## config.mk

```make
export PLATFORM = sky130hd
export DESIGN_NAME = http_chunked_body_decoder_unit
export DESIGN_NICKNAME = d
export VERILOG_FILES = /design/src/design/hcbd_pkg.sv /design/src/design/http_chunked_body_decoder_unit.sv /design/src/design/hcbd_front.sv /design/src/design/hcbd_fifo.sv /design/src/design/hcbd_back.sv
export VERILOG_INCLUDE_DIRS = /design/src /design/src/design
export SDC_FILE = /design/constraint.sdc
export NUM_CORES = 1
export LEC_CHECK = 0
export ABC_AREA = 1
export BUFFER_PORTS_ARGS = -buffer_cell sky130_fd_sc_hd__buf_2
export CORE_ASPECT_RATIO = 0.8
export CORE_MARGIN = 1.5
export CORE_UTILIZATION = 55
export CTS_CLUSTER_SIZE = 20
export DETAILED_ROUTE_END_ITERATION = 8
export PLACE_DENSITY = 0.72
export SLEW_MARGIN = 10
export SYNTH_ARGS = -nofsm -noshare
export SYNTH_HDL_FRONTEND = slang
export SYNTH_SLANG_ARGS = --single-unit
export TNS_END_PERCENT = 50
```

## constraint.sdc

```tcl
create_clock -name clk_i -period 13.8 [get_ports clk_i]
set_clock_uncertainty 0.2 [all_clocks]
set_input_delay 0 -clock clk_i [delete_from_list [all_inputs] [get_ports clk_i]]
set_output_delay 0 -clock clk_i [all_outputs]
set_load 0.01 [all_outputs]
```

## src/design/http_chunked_body_decoder_unit_macros.svh

```systemverilog
// Assertion macros for the chunked body decoder.
`ifndef HTTP_CHUNKED_BODY_DECODER_UNIT_MACROS_SVH
`define HTTP_CHUNKED_BODY_DECODER_UNIT_MACROS_SVH

`ifndef SYNTHESIS

// Property must hold at every clock edge outside reset.
`define HCBD_ASSERT(lbl, clk, rstn, prop) \
  lbl: assert property (@(posedge clk) disable iff (!rstn) (prop)) \
    else $error("hcbd: assertion failed");

// Expression must never be true outside reset.
`define HCBD_ASSERT_NEVER(lbl, clk, rstn, expr) \
  `HCBD_ASSERT(lbl, clk, rstn, !(expr))

`else

`define HCBD_ASSERT(lbl, clk, rstn, prop)
`define HCBD_ASSERT_NEVER(lbl, clk, rstn, expr)

`endif

`endif

```

## src/design/hcbd_pkg.sv

```systemverilog
// Shared types and constants of the chunked body decoder.
package hcbd_pkg;

  localparam int SIZE_WIDTH_DEF       = 64;
  localparam int LINE_COUNT_WIDTH_DEF = 16;

  localparam int QUEUE_DEPTH = 4;
  localparam int QUEUE_AW    = $clog2(QUEUE_DEPTH);
  localparam int QUEUE_LW    = $clog2(QUEUE_DEPTH + 1);

  localparam int CFG_IDX_W  = 2;
  localparam int CFG_DATA_W = 32;

  // Register indexes
  localparam logic [CFG_IDX_W-1:0] CFG_MAX_LINE  = 2'd0;
  localparam logic [CFG_IDX_W-1:0] CFG_MAX_CHUNK = 2'd1;
  localparam logic [CFG_IDX_W-1:0] CFG_MAX_BODY  = 2'd2;

  localparam logic [15:0] MAX_LINE_RST  = 16'd16384;
  localparam logic [31:0] MAX_CHUNK_RST = 32'd8192;
  localparam logic [31:0] MAX_BODY_RST  = 32'd16384;

  // Result kinds
  localparam logic [2:0] KIND_DATA  = 3'd0;
  localparam logic [2:0] KIND_DONE  = 3'd1;
  localparam logic [2:0] KIND_BAD   = 3'd2;
  localparam logic [2:0] KIND_BIG   = 3'd3;
  localparam logic [2:0] KIND_TRUNC = 3'd4;

  // Wire characters
  localparam logic [7:0] CHAR_CR   = 8'h0D;
  localparam logic [7:0] CHAR_LF   = 8'h0A;
  localparam logic [7:0] CHAR_SEMI = 8'h3B;
  localparam logic [7:0] CHAR_SP   = 8'h20;
  localparam logic [7:0] CHAR_TAB  = 8'h09;

  // Input action codes
  typedef enum logic [1:0] {
    OP_BYTE = 2'd0,
    OP_END  = 2'd1,
    OP_NEW  = 2'd2
  } op_e;

  // One classified input beat
  typedef struct packed {
    op_e        op;
    logic [7:0] wbyte;
    logic [3:0] hex;
    logic       is_hex;
    logic       is_cr;
    logic       is_lf;
    logic       is_sep;
  } item_t;

  typedef struct packed {
    logic                empty;
    logic                full;
    logic [QUEUE_LW-1:0] level;
  } q_status_t;

endpackage

```

## src/design/http_chunked_body_decoder_unit.sv

```systemverilog
// Top level of the chunked HTTP/1.1 body decoder.
//
//  channel | direction | handshake                  | payload
//  --------+-----------+----------------------------+-------------------------------------
//  in      | input     | in_valid_i / in_stall_o    | action_i, wire_byte_i
//  out     | output    | out_valid_o / out_stall_i  | kind_o, data_byte_o, chunk_last_o
//  cfg     | input     | cfg_we_i (no wait)         | cfg_idx_i, cfg_data_i
//
//  One input beat per clock cycle sustained while the queue is not full; a beat's result
//  reaches the result register through the queue (queue write, then the back end's update).
//  The clock-rate limit is the back end's framing update (line counter, size
//  shift-in and the body limit subtract-and-compare).
//  Reset is asynchronous, active low; no clearing pass, the block takes beats at once.
//  in_stall_o rises only once the four-entry queue is full, after out has held off a while.
module http_chunked_body_decoder_unit #(
  parameter int SIZE_WIDTH       = hcbd_pkg::SIZE_WIDTH_DEF,
  parameter int LINE_COUNT_WIDTH = hcbd_pkg::LINE_COUNT_WIDTH_DEF
) (
  input  logic                             clk_i,
  input  logic                             rst_ni,
  // input beats
  input  logic                             in_valid_i,
  output logic                             in_stall_o,
  input  logic [1:0]                       action_i,
  input  logic [7:0]                       wire_byte_i,
  // result beats
  output logic                             out_valid_o,
  input  logic                             out_stall_i,
  output logic [2:0]                       kind_o,
  output logic [7:0]                       data_byte_o,
  output logic                             chunk_last_o,
  // limit registers
  input  logic                             cfg_we_i,
  input  logic [hcbd_pkg::CFG_IDX_W-1:0]   cfg_idx_i,
  input  logic [hcbd_pkg::CFG_DATA_W-1:0]  cfg_data_i
);

`include "http_chunked_body_decoder_unit_macros.svh"

  hcbd_pkg::item_t     front_item;
  hcbd_pkg::item_t     q_item;
  hcbd_pkg::q_status_t q_status;
  logic                push;
  logic                pop;

  // Front end: takes the beat, drops unknown actions, pre-decodes the byte
  // (hex digit value, CR, LF, extension separator).
  hcbd_front u_front (
    .in_valid_i  (in_valid_i),
    .action_i    (action_i),
    .wire_byte_i (wire_byte_i),
    .q_status_i  (q_status),
    .in_stall_o  (in_stall_o),
    .push_o      (push),
    .item_o      (front_item)
  );

  // Decoupling queue; lets the front keep accepting while a result waits on out.
  hcbd_fifo u_fifo (
    .clk_i    (clk_i),
    .rst_ni   (rst_ni),
    .push_i   (push),
    .item_i   (front_item),
    .pop_i    (pop),
    .item_o   (q_item),
    .status_o (q_status)
  );

  // Back end: size line, data, CRLF and trailer framing, limits, sticky errors.
  // It pops whenever its result register is free or being emptied this cycle.
  hcbd_back #(
    .SIZE_WIDTH       (SIZE_WIDTH),
    .LINE_COUNT_WIDTH (LINE_COUNT_WIDTH)
  ) u_back (
    .clk_i        (clk_i),
    .rst_ni       (rst_ni),
    .item_i       (q_item),
    .item_valid_i (~q_status.empty),
    .pop_o        (pop),
    .cfg_we_i     (cfg_we_i),
    .cfg_idx_i    (cfg_idx_i),
    .cfg_data_i   (cfg_data_i),
    .out_stall_i  (out_stall_i),
    .out_valid_o  (out_valid_o),
    .kind_o       (kind_o),
    .data_byte_o  (data_byte_o),
    .chunk_last_o (chunk_last_o)
  );

  // Only data beats carry a byte or a last-of-chunk flag.
  `HCBD_ASSERT(a_ctrl_payload_zero, clk_i, rst_ni, out_valid_o && kind_o != hcbd_pkg::KIND_DATA |-> data_byte_o == 8'd0 && !chunk_last_o)

  // Queue occupancy stays within its depth.
  `HCBD_ASSERT(a_queue_level, clk_i, rst_ni, q_status.level <= hcbd_pkg::QUEUE_LW'(hcbd_pkg::QUEUE_DEPTH))

  // Input stall only appears after a beat was offered the cycle before.
  `HCBD_ASSERT(a_stall_rise, clk_i, rst_ni, $rose(in_stall_o) |-> $past(in_valid_i))

  // Back end never pops an empty queue.
  `HCBD_ASSERT_NEVER(a_pop_empty, clk_i, rst_ni, pop && q_status.empty)

endmodule

```

## src/design/hcbd_front.sv

```systemverilog
// Input side: accepts beats and classifies the wire byte.
module hcbd_front (
  input  logic                  in_valid_i,
  input  logic [1:0]            action_i,
  input  logic [7:0]            wire_byte_i,
  input  hcbd_pkg::q_status_t   q_status_i,
  output logic                  in_stall_o,
  output logic                  push_o,
  output hcbd_pkg::item_t       item_o
);

  logic keep;

  assign in_stall_o = q_status_i.full;

  // unknown action code has no effect at all, so it is dropped here
  always_comb begin
    keep = 1'b0;
    case (hcbd_pkg::op_e'(action_i))
      hcbd_pkg::OP_BYTE,
      hcbd_pkg::OP_END,
      hcbd_pkg::OP_NEW: keep = 1'b1;
      default:          keep = 1'b0;
    endcase
  end

  assign push_o = in_valid_i & ~q_status_i.full & keep;

  always_comb begin
    item_o        = '0;
    item_o.op     = hcbd_pkg::op_e'(action_i);
    item_o.wbyte  = wire_byte_i;
    item_o.is_cr  = (wire_byte_i == hcbd_pkg::CHAR_CR);
    item_o.is_lf  = (wire_byte_i == hcbd_pkg::CHAR_LF);
    item_o.is_sep = (wire_byte_i == hcbd_pkg::CHAR_SEMI) |
                    (wire_byte_i == hcbd_pkg::CHAR_SP) |
                    (wire_byte_i == hcbd_pkg::CHAR_TAB);
    if (wire_byte_i >= 8'h30 && wire_byte_i <= 8'h39) begin
      item_o.is_hex = 1'b1;
      item_o.hex    = wire_byte_i[3:0];
    end else if ((wire_byte_i >= 8'h61 && wire_byte_i <= 8'h66) ||
                 (wire_byte_i >= 8'h41 && wire_byte_i <= 8'h46)) begin
      item_o.is_hex = 1'b1;
      item_o.hex    = wire_byte_i[3:0] + 4'd9;
    end
  end

endmodule

```

## src/design/hcbd_fifo.sv

```systemverilog
// Short queue of classified beats between front and back.
module hcbd_fifo (
  input  logic                clk_i,
  input  logic                rst_ni,
  input  logic                push_i,
  input  hcbd_pkg::item_t     item_i,
  input  logic                pop_i,
  output hcbd_pkg::item_t     item_o,
  output hcbd_pkg::q_status_t status_o
);

  localparam int AW = hcbd_pkg::QUEUE_AW;
  localparam int LW = hcbd_pkg::QUEUE_LW;

  hcbd_pkg::item_t mem_q [hcbd_pkg::QUEUE_DEPTH];
  logic [AW-1:0]   wr_ptr_q, wr_ptr_d;
  logic [AW-1:0]   rd_ptr_q, rd_ptr_d;
  logic [LW-1:0]   level_q, level_d;

  always_comb begin
    wr_ptr_d = wr_ptr_q;
    rd_ptr_d = rd_ptr_q;
    level_d  = level_q;
    if (push_i) begin
      wr_ptr_d = (wr_ptr_q == AW'(hcbd_pkg::QUEUE_DEPTH - 1)) ? '0 : wr_ptr_q + AW'(1);
    end
    if (pop_i) begin
      rd_ptr_d = (rd_ptr_q == AW'(hcbd_pkg::QUEUE_DEPTH - 1)) ? '0 : rd_ptr_q + AW'(1);
    end
    if (push_i && !pop_i) begin
      level_d = level_q + LW'(1);
    end else if (!push_i && pop_i) begin
      level_d = level_q - LW'(1);
    end
  end

  always_ff @(posedge clk_i or negedge rst_ni) begin
    if (!rst_ni) begin
      wr_ptr_q <= '0;
      rd_ptr_q <= '0;
      level_q  <= '0;
    end else begin
      wr_ptr_q <= wr_ptr_d;
      rd_ptr_q <= rd_ptr_d;
      level_q  <= level_d;
    end
  end

  always_ff @(posedge clk_i) begin
    if (push_i) begin
      mem_q[wr_ptr_q] <= item_i;
    end
  end

  assign item_o         = mem_q[rd_ptr_q];
  assign status_o.empty = (level_q == '0);
  assign status_o.full  = (level_q == LW'(hcbd_pkg::QUEUE_DEPTH));
  assign status_o.level = level_q;

endmodule

```

## src/design/hcbd_back.sv

```systemverilog
// Framing state machine, limit registers and result register.
module hcbd_back #(
  parameter int SIZE_WIDTH       = hcbd_pkg::SIZE_WIDTH_DEF,
  parameter int LINE_COUNT_WIDTH = hcbd_pkg::LINE_COUNT_WIDTH_DEF
) (
  input  logic                              clk_i,
  input  logic                              rst_ni,
  input  hcbd_pkg::item_t                   item_i,
  input  logic                              item_valid_i,
  output logic                              pop_o,
  input  logic                              cfg_we_i,
  input  logic [hcbd_pkg::CFG_IDX_W-1:0]    cfg_idx_i,
  input  logic [hcbd_pkg::CFG_DATA_W-1:0]   cfg_data_i,
  input  logic                              out_stall_i,
  output logic                              out_valid_o,
  output logic [2:0]                        kind_o,
  output logic [7:0]                        data_byte_o,
  output logic                              chunk_last_o
);

  localparam int SW = SIZE_WIDTH;
  localparam int LCW = LINE_COUNT_WIDTH;
  localparam int MW = (LCW > 16) ? LCW : 16;
  localparam int XW = (SW > 32) ? SW : 32;
  localparam logic [MW-1:0] LINE_CAP = MW'({LCW{1'b1}});

  typedef enum logic [3:0] {
    PH_SIZE      = 4'd0,
    PH_SIZE_EXT  = 4'd1,
    PH_SIZE_BAD  = 4'd2,
    PH_DATA      = 4'd3,
    PH_CRLF1     = 4'd4,
    PH_CRLF2     = 4'd5,
    PH_CRLF2_BAD = 4'd6,
    PH_TRAILER   = 4'd7,
    PH_DONE      = 4'd8,
    PH_ERR_BAD   = 4'd9,
    PH_ERR_BIG   = 4'd10,
    PH_ERR_TRUNC = 4'd11
  } phase_e;

  // limit registers
  logic [15:0] max_line_q;
  logic [31:0] max_chunk_q;
  logic [31:0] max_body_q;

  phase_e          phase_q, phase_d;
  logic [SW-1:0]   chunk_q, chunk_d;
  logic            digits_q, digits_d;
  logic            cr_q, cr_d;
  logic [LCW-1:0]  len_q, len_d;
  logic [31:0]     total_q, total_d;

  logic            out_valid_q, out_valid_d;
  logic [2:0]      kind_q, kind_d;
  logic [7:0]      data_q, data_d;
  logic            last_q, last_d;

  // line byte counting
  logic [MW-1:0]   line_lim;
  logic            ln_end, ln_rel, ln_over, ln_content;
  logic            ok1, ok2;
  logic [LCW-1:0]  len1, len_next;
  phase_e          ph_tmp;

  logic            size_too_big;
  logic            body_too_big;
  logic [31:0]     body_left;

  function automatic logic [2:0] err_kind(phase_e ph);
    logic [2:0] k;
    case (ph)
      PH_ERR_BAD: k = hcbd_pkg::KIND_BAD;
      PH_ERR_BIG: k = hcbd_pkg::KIND_BIG;
      default:    k = hcbd_pkg::KIND_TRUNC;
    endcase
    return k;
  endfunction

  always_ff @(posedge clk_i or negedge rst_ni) begin
    if (!rst_ni) begin
      max_line_q  <= hcbd_pkg::MAX_LINE_RST;
      max_chunk_q <= hcbd_pkg::MAX_CHUNK_RST;
      max_body_q  <= hcbd_pkg::MAX_BODY_RST;
    end else if (cfg_we_i) begin
      case (cfg_idx_i)
        hcbd_pkg::CFG_MAX_LINE:  max_line_q  <= cfg_data_i[15:0];
        hcbd_pkg::CFG_MAX_CHUNK: max_chunk_q <= cfg_data_i;
        hcbd_pkg::CFG_MAX_BODY:  max_body_q  <= cfg_data_i;
        default: ;
      endcase
    end
  end

  assign pop_o = item_valid_i & (~out_valid_q | ~out_stall_i);

  // A held CR that is not followed by LF counts as content, then the new byte counts too.
  assign line_lim   = (MW'(max_line_q) < LINE_CAP) ? MW'(max_line_q) : LINE_CAP;
  assign ln_end     = cr_q & item_i.is_lf;
  assign ln_rel     = cr_q & ~item_i.is_lf;
  assign ok1        = MW'(len_q) < line_lim;
  assign len1       = ln_rel ? len_q + LCW'(1) : len_q;
  assign ok2        = MW'(len1) < line_lim;
  assign len_next   = item_i.is_cr ? len1 : len1 + LCW'(1);
  assign ln_over    = ~ln_end & ((ln_rel & ~ok1) | (~item_i.is_cr & ~ok2));
  assign ln_content = ~ln_end & ~ln_over & ~item_i.is_cr;

  assign body_left    = max_body_q - total_q;
  assign size_too_big = XW'(chunk_q) > XW'(max_chunk_q);
  assign body_too_big = (total_q > max_body_q) | (XW'(chunk_q) > XW'(body_left));

  always_comb begin
    phase_d  = phase_q;
    chunk_d  = chunk_q;
    digits_d = digits_q;
    cr_d     = cr_q;
    len_d    = len_q;
    total_d  = total_q;
    ph_tmp   = phase_q;

    out_valid_d = out_valid_q & out_stall_i;
    kind_d      = kind_q;
    data_d      = data_q;
    last_d      = last_q;

    if (pop_o) begin
      out_valid_d = 1'b0;
      kind_d      = hcbd_pkg::KIND_DATA;
      data_d      = '0;
      last_d      = 1'b0;
      case (item_i.op)
        hcbd_pkg::OP_BYTE: begin
          case (phase_q)
            PH_SIZE, PH_SIZE_EXT, PH_SIZE_BAD: begin
              if (ln_over) begin
                phase_d     = PH_ERR_BIG;
                out_valid_d = 1'b1;
                kind_d      = hcbd_pkg::KIND_BIG;
              end else if (ln_end) begin
                cr_d = 1'b0;
                if (phase_q == PH_SIZE_BAD || !digits_q) begin
                  phase_d     = PH_ERR_BAD;
                  out_valid_d = 1'b1;
                  kind_d      = hcbd_pkg::KIND_BAD;
                end else if (chunk_q == '0) begin
                  phase_d  = PH_TRAILER;
                  digits_d = 1'b0;
                  len_d    = '0;
                end else if (size_too_big || body_too_big) begin
                  phase_d     = PH_ERR_BIG;
                  out_valid_d = 1'b1;
                  kind_d      = hcbd_pkg::KIND_BIG;
                end else begin
                  phase_d = PH_DATA;
                end
              end else begin
                cr_d  = item_i.is_cr;
                len_d = len_next;
                if (ln_rel && phase_q == PH_SIZE) begin
                  ph_tmp = PH_SIZE_BAD;
                end
                if (ln_content && ph_tmp == PH_SIZE) begin
                  if (item_i.is_hex) begin
                    if (chunk_q[SW-1 -: 4] != 4'd0) begin
                      ph_tmp = PH_SIZE_BAD;
                    end else begin
                      chunk_d  = {chunk_q[SW-5:0], item_i.hex};
                      digits_d = 1'b1;
                    end
                  end else if (digits_q && item_i.is_sep) begin
                    ph_tmp = PH_SIZE_EXT;
                  end else begin
                    ph_tmp = PH_SIZE_BAD;
                  end
                end
                phase_d = ph_tmp;
              end
            end
            PH_TRAILER: begin
              if (ln_over) begin
                phase_d     = PH_ERR_BIG;
                out_valid_d = 1'b1;
                kind_d      = hcbd_pkg::KIND_BIG;
              end else if (ln_end) begin
                cr_d = 1'b0;
                if (len_q == '0) begin
                  phase_d     = PH_DONE;
                  out_valid_d = 1'b1;
                  kind_d      = hcbd_pkg::KIND_DONE;
                end else begin
                  chunk_d  = '0;
                  digits_d = 1'b0;
                  len_d    = '0;
                end
              end else begin
                cr_d  = item_i.is_cr;
                len_d = len_next;
              end
            end
            PH_DATA: begin
              out_valid_d = 1'b1;
              data_d      = item_i.wbyte;
              total_d     = total_q + 32'd1;
              if (chunk_q != '0) begin
                chunk_d = chunk_q - SW'(1);
              end
              if (chunk_q[SW-1:1] == '0) begin
                last_d  = 1'b1;
                phase_d = PH_CRLF1;
              end
            end
            PH_CRLF1: begin
              phase_d = item_i.is_cr ? PH_CRLF2 : PH_CRLF2_BAD;
            end
            PH_CRLF2: begin
              if (!item_i.is_lf) begin
                phase_d     = PH_ERR_BAD;
                out_valid_d = 1'b1;
                kind_d      = hcbd_pkg::KIND_BAD;
              end else begin
                phase_d  = PH_SIZE;
                chunk_d  = '0;
                digits_d = 1'b0;
                cr_d     = 1'b0;
                len_d    = '0;
              end
            end
            PH_CRLF2_BAD: begin
              phase_d     = PH_ERR_BAD;
              out_valid_d = 1'b1;
              kind_d      = hcbd_pkg::KIND_BAD;
            end
            PH_ERR_BAD, PH_ERR_BIG, PH_ERR_TRUNC: begin
              out_valid_d = 1'b1;
              kind_d      = err_kind(phase_q);
            end
            default: ;
          endcase
        end
        hcbd_pkg::OP_END: begin
          if (phase_q == PH_ERR_BAD || phase_q == PH_ERR_BIG ||
              phase_q == PH_ERR_TRUNC) begin
            out_valid_d = 1'b1;
            kind_d      = err_kind(phase_q);
          end else if (phase_q != PH_DONE) begin
            phase_d     = PH_ERR_TRUNC;
            out_valid_d = 1'b1;
            kind_d      = hcbd_pkg::KIND_TRUNC;
          end
        end
        hcbd_pkg::OP_NEW: begin
          phase_d  = PH_SIZE;
          chunk_d  = '0;
          digits_d = 1'b0;
          cr_d     = 1'b0;
          len_d    = '0;
          total_d  = '0;
        end
        default: ;
      endcase
    end
  end

  always_ff @(posedge clk_i or negedge rst_ni) begin
    if (!rst_ni) begin
      phase_q     <= PH_SIZE;
      chunk_q     <= '0;
      digits_q    <= 1'b0;
      cr_q        <= 1'b0;
      len_q       <= '0;
      total_q     <= '0;
      out_valid_q <= 1'b0;
      kind_q      <= hcbd_pkg::KIND_DATA;
      data_q      <= '0;
      last_q      <= 1'b0;
    end else begin
      phase_q     <= phase_d;
      chunk_q     <= chunk_d;
      digits_q    <= digits_d;
      cr_q        <= cr_d;
      len_q       <= len_d;
      total_q     <= total_d;
      out_valid_q <= out_valid_d;
      kind_q      <= kind_d;
      data_q      <= data_d;
      last_q      <= last_d;
    end
  end

  assign out_valid_o  = out_valid_q;
  assign kind_o       = kind_q;
  assign data_byte_o  = data_q;
  assign chunk_last_o = last_q;

endmodule

```

==> impl_summary.txt <==
----------------------------------------------------
[Status]
  Outcome ... finished, final reports clean

[Synth]
  Yosys cell types ... 61
  Yosys top cell area share ... 26.6%
  Syn avg cell area ... 7.41 um2
  Area of the mapped netlist ... 20200 um2
  Number of enable-type register cells in the synthesized netlist ... 72
  Fraction of registers with async set or reset after synthesis ... 75.2%
  Predominant post-synthesis flop cell ... sky130_fd_sc_hd__dfrtp_1
  Yosys synthesis warning count ... 0
  Net Count, Synth ... 2928
  Largest area contributor in the netlist ... sky130_fd_sc_hd__dfrtp_1
  Cells after Synth ... 2731
  Register area share after synthesis ... 37.7%
  Post-synthesis register bit count ... 290
  Top cells by area in the synthesized netlist ... sky130_fd_sc_hd__dfrtp_1 (27%), sky130_fd_sc_hd__edfxtp_1 (11%), sky130_fd_sc_hd__nand2_1 (9.1%)

[Finish]
  Area taken by multi-input logic gates ... 10600 um2
  Finished Layout Cells ... 3331
  Most used cells in the layout excluding fill and tap cells ... sky130_fd_sc_hd__nand2_1 (492), sky130_fd_sc_hd__inv_1 (442), sky130_fd_sc_hd__nor2_1 (331)
  Antenna diodes ... 0
  Sequential cell area in the final layout ... 7620 um2
  Signed area change from the synthesized netlist to the final layout ... 11.9%
  Layout cells sized above 1 ... 6.98%
  Leading cell type in the layout, fill and taps excluded ... sky130_fd_sc_hd__nand2_1
  Final core utilization ... 62.7%
  Area of all placed cells without fillers ... 22600 um2
  Fillers ... 3196
  Final net count ... 3023

[GRT]
  Vias in the first global route ... 17700
  Largest net degree at the start of global routing ... 120
  Number of antenna violations at the first check in global routing ... 2
  Global-route wire length before repair ... 91000 um
  Total congestion overflow after global routing ... 0
  Tot GR Track Use ... 29.7%

[Worst setup path]
  Critical Path Sink Type ... flip-flop
  Cell-by-cell listing of the critical path ... buf_4, inv_2, nand2_1, nand3_1, nand2_2, nand2_2, inv_2, nand3_2, nor3_2, xor2_1, ha_1, nand2_1, nor2_1, a211oi_1, o221a_2, nand2_1, nand2_2, nand3_2, inv_2, a31oi_4, nor2_4, buf_4, nand2_1, o21ai_1
  Buffers & Inverters on Critical Path ... 5
  Setup slack of the worst register-to-register path ... 8.14 ns
  Startpoint type of the worst setup path ... flip-flop
  Required time reported for the critical path endpoint ... 14.11 ns
  Worst R2R Path Depth ... 24
  Setup CP Type ... flip-flop to flip-flop
  Cell family with the largest share of critical-path delay ... buffers and inverters
  Crit path top cell by count ... sky130_fd_sc_hd__nand2_1
  Library cell contributing the largest single delay on the critical path ... sky130_fd_sc_hd__buf_4
  End of the worst register-to-register path ... u_back.chunk_q[23]
  Worst path max stage delay ... 0.83 ns
  Largest fanout on the critical path ... 119
  Critical R2R Launch ... u_fifo.rd_ptr_q[0]
  Critical path data arrival time ... 5.98 ns

[Route]
  Per-cell routed wire length ... 16.9 um
  Iteration count of the initial detailed-routing pass ... 9
  Total number of vias ... 18800
  DRT iter0 DRCs ... 1846
  Remaining routing DRC violations ... 0
  Drt total wl ... 56200 um
  Antenna Nets Post-Route ... 0
  Vias per cell ... 5.65

[Timing]
  Final total negative setup slack ... 0 ns
  Max Clk Rate ... 0.177 GHz
  Worst slew margin ... 12.9%
  Min Clock Period, post-route ... 5.66 ns
  Final setup fails ... 0
  Final Cycle Share ... 41.0%
  Hold Violations, Final ... 0
  Pin slew with the least headroom to its limit ... 1.31 ns
  Minimum hold slack ... 0.0143 ns
  Unrepaired setup endpoints after global routing ... false
  Final Slew Violations ... 0

[Power]
  Leakage power figure ... 10.7 nW
  VDD IR-drop max ... 226 uV
  Sequential share of power ... 28.4%
  Power per unit of standard cell area ... 198 nW/um2
  Net Sw Power ... 2.14 mW
  Switching Share ... 47.9%
  Comb pwr share ... 51.3%
  Clk network pwr share ... 20.3%
  Int Power ... 2.33 mW

[Placed design]
  Placed cell count ... 3214
  Final HPWL DP ... 39600 um
  Placer congestion estimate ... 0.952
  Port Buffers ... 62
  Placed standard-cell area ... 20900 um2

[Floorplan]
  Starting density of the core ... 56.1%
  Placement Rows ... 62
  I/O pin total ... 63
  Total Die Area ... 37900 um2
  CORE AREA ... 36100 um2
  Height of the die ... 175 um
  Die width ... 217 um

[Clock network]
  Clk slew on worst S/H paths ... 0.06 ns
  Clock buffers created by TritonCTS ... 31
  Clock tree from TritonCTS ... done
  Count of buffers added by post-CTS timing repair for setup ... 0
  Number of clock sinks ... 290
  Number of hold buffers added after cts ... 59
  Number of H-tree branching levels ... 1
  Buffer type at the clock tree root ... sky130_fd_sc_hd__clkbuf_16
  Clock latency reported for the late side of the worst-skew pair ... 0.61 ns
  # resized after CTS ... 0
  Buffers from clock root to sink, at most ... 3

[Job]
  Number of max-cap violations ... 0

[Min path]
  Hold wc startpoint ... wire_byte_i[7]
  Hold-critical path endpoint ... u_fifo.mem_q[0][15]
  HP Class ... input port to flip-flop
  Min-Delay Path Depth ... 2

----------------------------------------------------
==> worst max path at each step <==
stage,from,end,slack [ns],cells after the start
CTS,u_fifo.rd_ptr_q[0],u_back.chunk_q[23],8.23,23
finish,u_fifo.rd_ptr_q[0],u_back.chunk_q[23],8.14,24
detailed placement,u_fifo.rd_ptr_q[0],u_back.chunk_q[23],8.24,23
global route,u_fifo.rd_ptr_q[0],u_back.chunk_q[58],7.55,25
global placement,u_fifo.rd_ptr_q[0],u_back.chunk_q[60],8.37,24
floorplan,u_back.total_q[2],u_back.out_valid_o,9.33,30
==> state kept, by name, indices dropped and copies added (netlist names), 4 cells and up <==
register,flops
u_back.data_byte_o,8
u_back.len_q,16
u_fifo.mem_q,72
u_back.phase_q,4
u_back.total_q,32
u_back.max_line_q,16
u_back.max_body_q,32
u_back.max_chunk_q,32
u_back.chunk_q,64
==> power by group through the flow <==
stage                     sequential [mW]  clock [mW]  combinational [mW]
final                                1.27       0.908                2.30
after global routing                 1.29       0.954                2.60
after CTS                            1.26       0.922                2.27
after detailed placement             1.28           0                2.24
after global placement               1.27           0                2.17
after floorplan                      1.20           0                1.75
==> logic make-up (layout without fill, tap and decap cells) <==
kind of cell	after synthesis	count (layout)	synth area share (%)
and+or+nand+nor	1075	1075	23.0
adders and majority gates	148	148	9.23
xor gates and xnor gates	58	58	2.55
DFF	290	290	37.7
muxes	1	1	0.0557
AOI/OAI and AO/OA	633	633	17.4
buffers and inverters	526	646	10.2
==> metrics by stage <==
step	power [mW]	setup slack, ns
4_1_cts	4.45	8.23
3_5_place_dp	3.52	8.24
3_3_place_gp	3.44	8.37
2_1_floorplan	2.95	9.33
6_report	4.48	8.14
5_1_grt	4.84	7.55
==> area by class of cell <==
cell class | instances | area share (%)
sequential | 290 | 33.7
timing repair buffer | 137 | 4.63
clock inverter | 14 | 0.890
inverter | 451 | 7.49
clock buffer | 44 | 4.00
multi-input combinational | 1915 | 46.7
tap | 480 | 2.65
==> Yosys cell counts (7+ instances only) <==
| library cell | count |
|---|---|
| sky130_fd_sc_hd__o21a_1 | 7 |
| sky130_fd_sc_hd__a211oi_1 | 28 |
| sky130_fd_sc_hd__inv_1 | 443 |
| sky130_fd_sc_hd__xor2_1 | 36 |
| sky130_fd_sc_hd__ha_1 | 146 |
| sky130_fd_sc_hd__o211ai_1 | 10 |
| sky130_fd_sc_hd__nor2_1 | 331 |
| sky130_fd_sc_hd__clkbuf_1 | 49 |
| sky130_fd_sc_hd__nor2_2 | 10 |
| sky130_fd_sc_hd__buf_2 | 7 |
| sky130_fd_sc_hd__o21ai_0 | 268 |
| sky130_fd_sc_hd__xnor2_1 | 21 |
| sky130_fd_sc_hd__a31oi_1 | 14 |
| sky130_fd_sc_hd__nor3_2 | 9 |
| sky130_fd_sc_hd__nor3_1 | 50 |
| sky130_fd_sc_hd__o21ai_1 | 67 |
| sky130_fd_sc_hd__nand4_1 | 38 |
| sky130_fd_sc_hd__o31ai_1 | 17 |
| sky130_fd_sc_hd__edfxtp_1 | 72 |
| sky130_fd_sc_hd__a32o_1 | 8 |
| sky130_fd_sc_hd__nor4_1 | 27 |
| sky130_fd_sc_hd__dfrtp_1 | 215 |
| sky130_fd_sc_hd__nand2_1 | 493 |
| sky130_fd_sc_hd__nand3_1 | 83 |
| sky130_fd_sc_hd__a21oi_1 | 180 |
| sky130_fd_sc_hd__nand2_2 | 13 |
==> routing by layer <==
layer  track usage (%)  vias to the layer above  wire, um
met2              45.4                      659     24300
li1                  -                     9232         -
met5                 0                        -        27
met4              8.13                        4      1510
met3              5.41                      117      4180
met1              43.0                     8814     26200
Note: power is estimated with default switching activity, not from simulation.
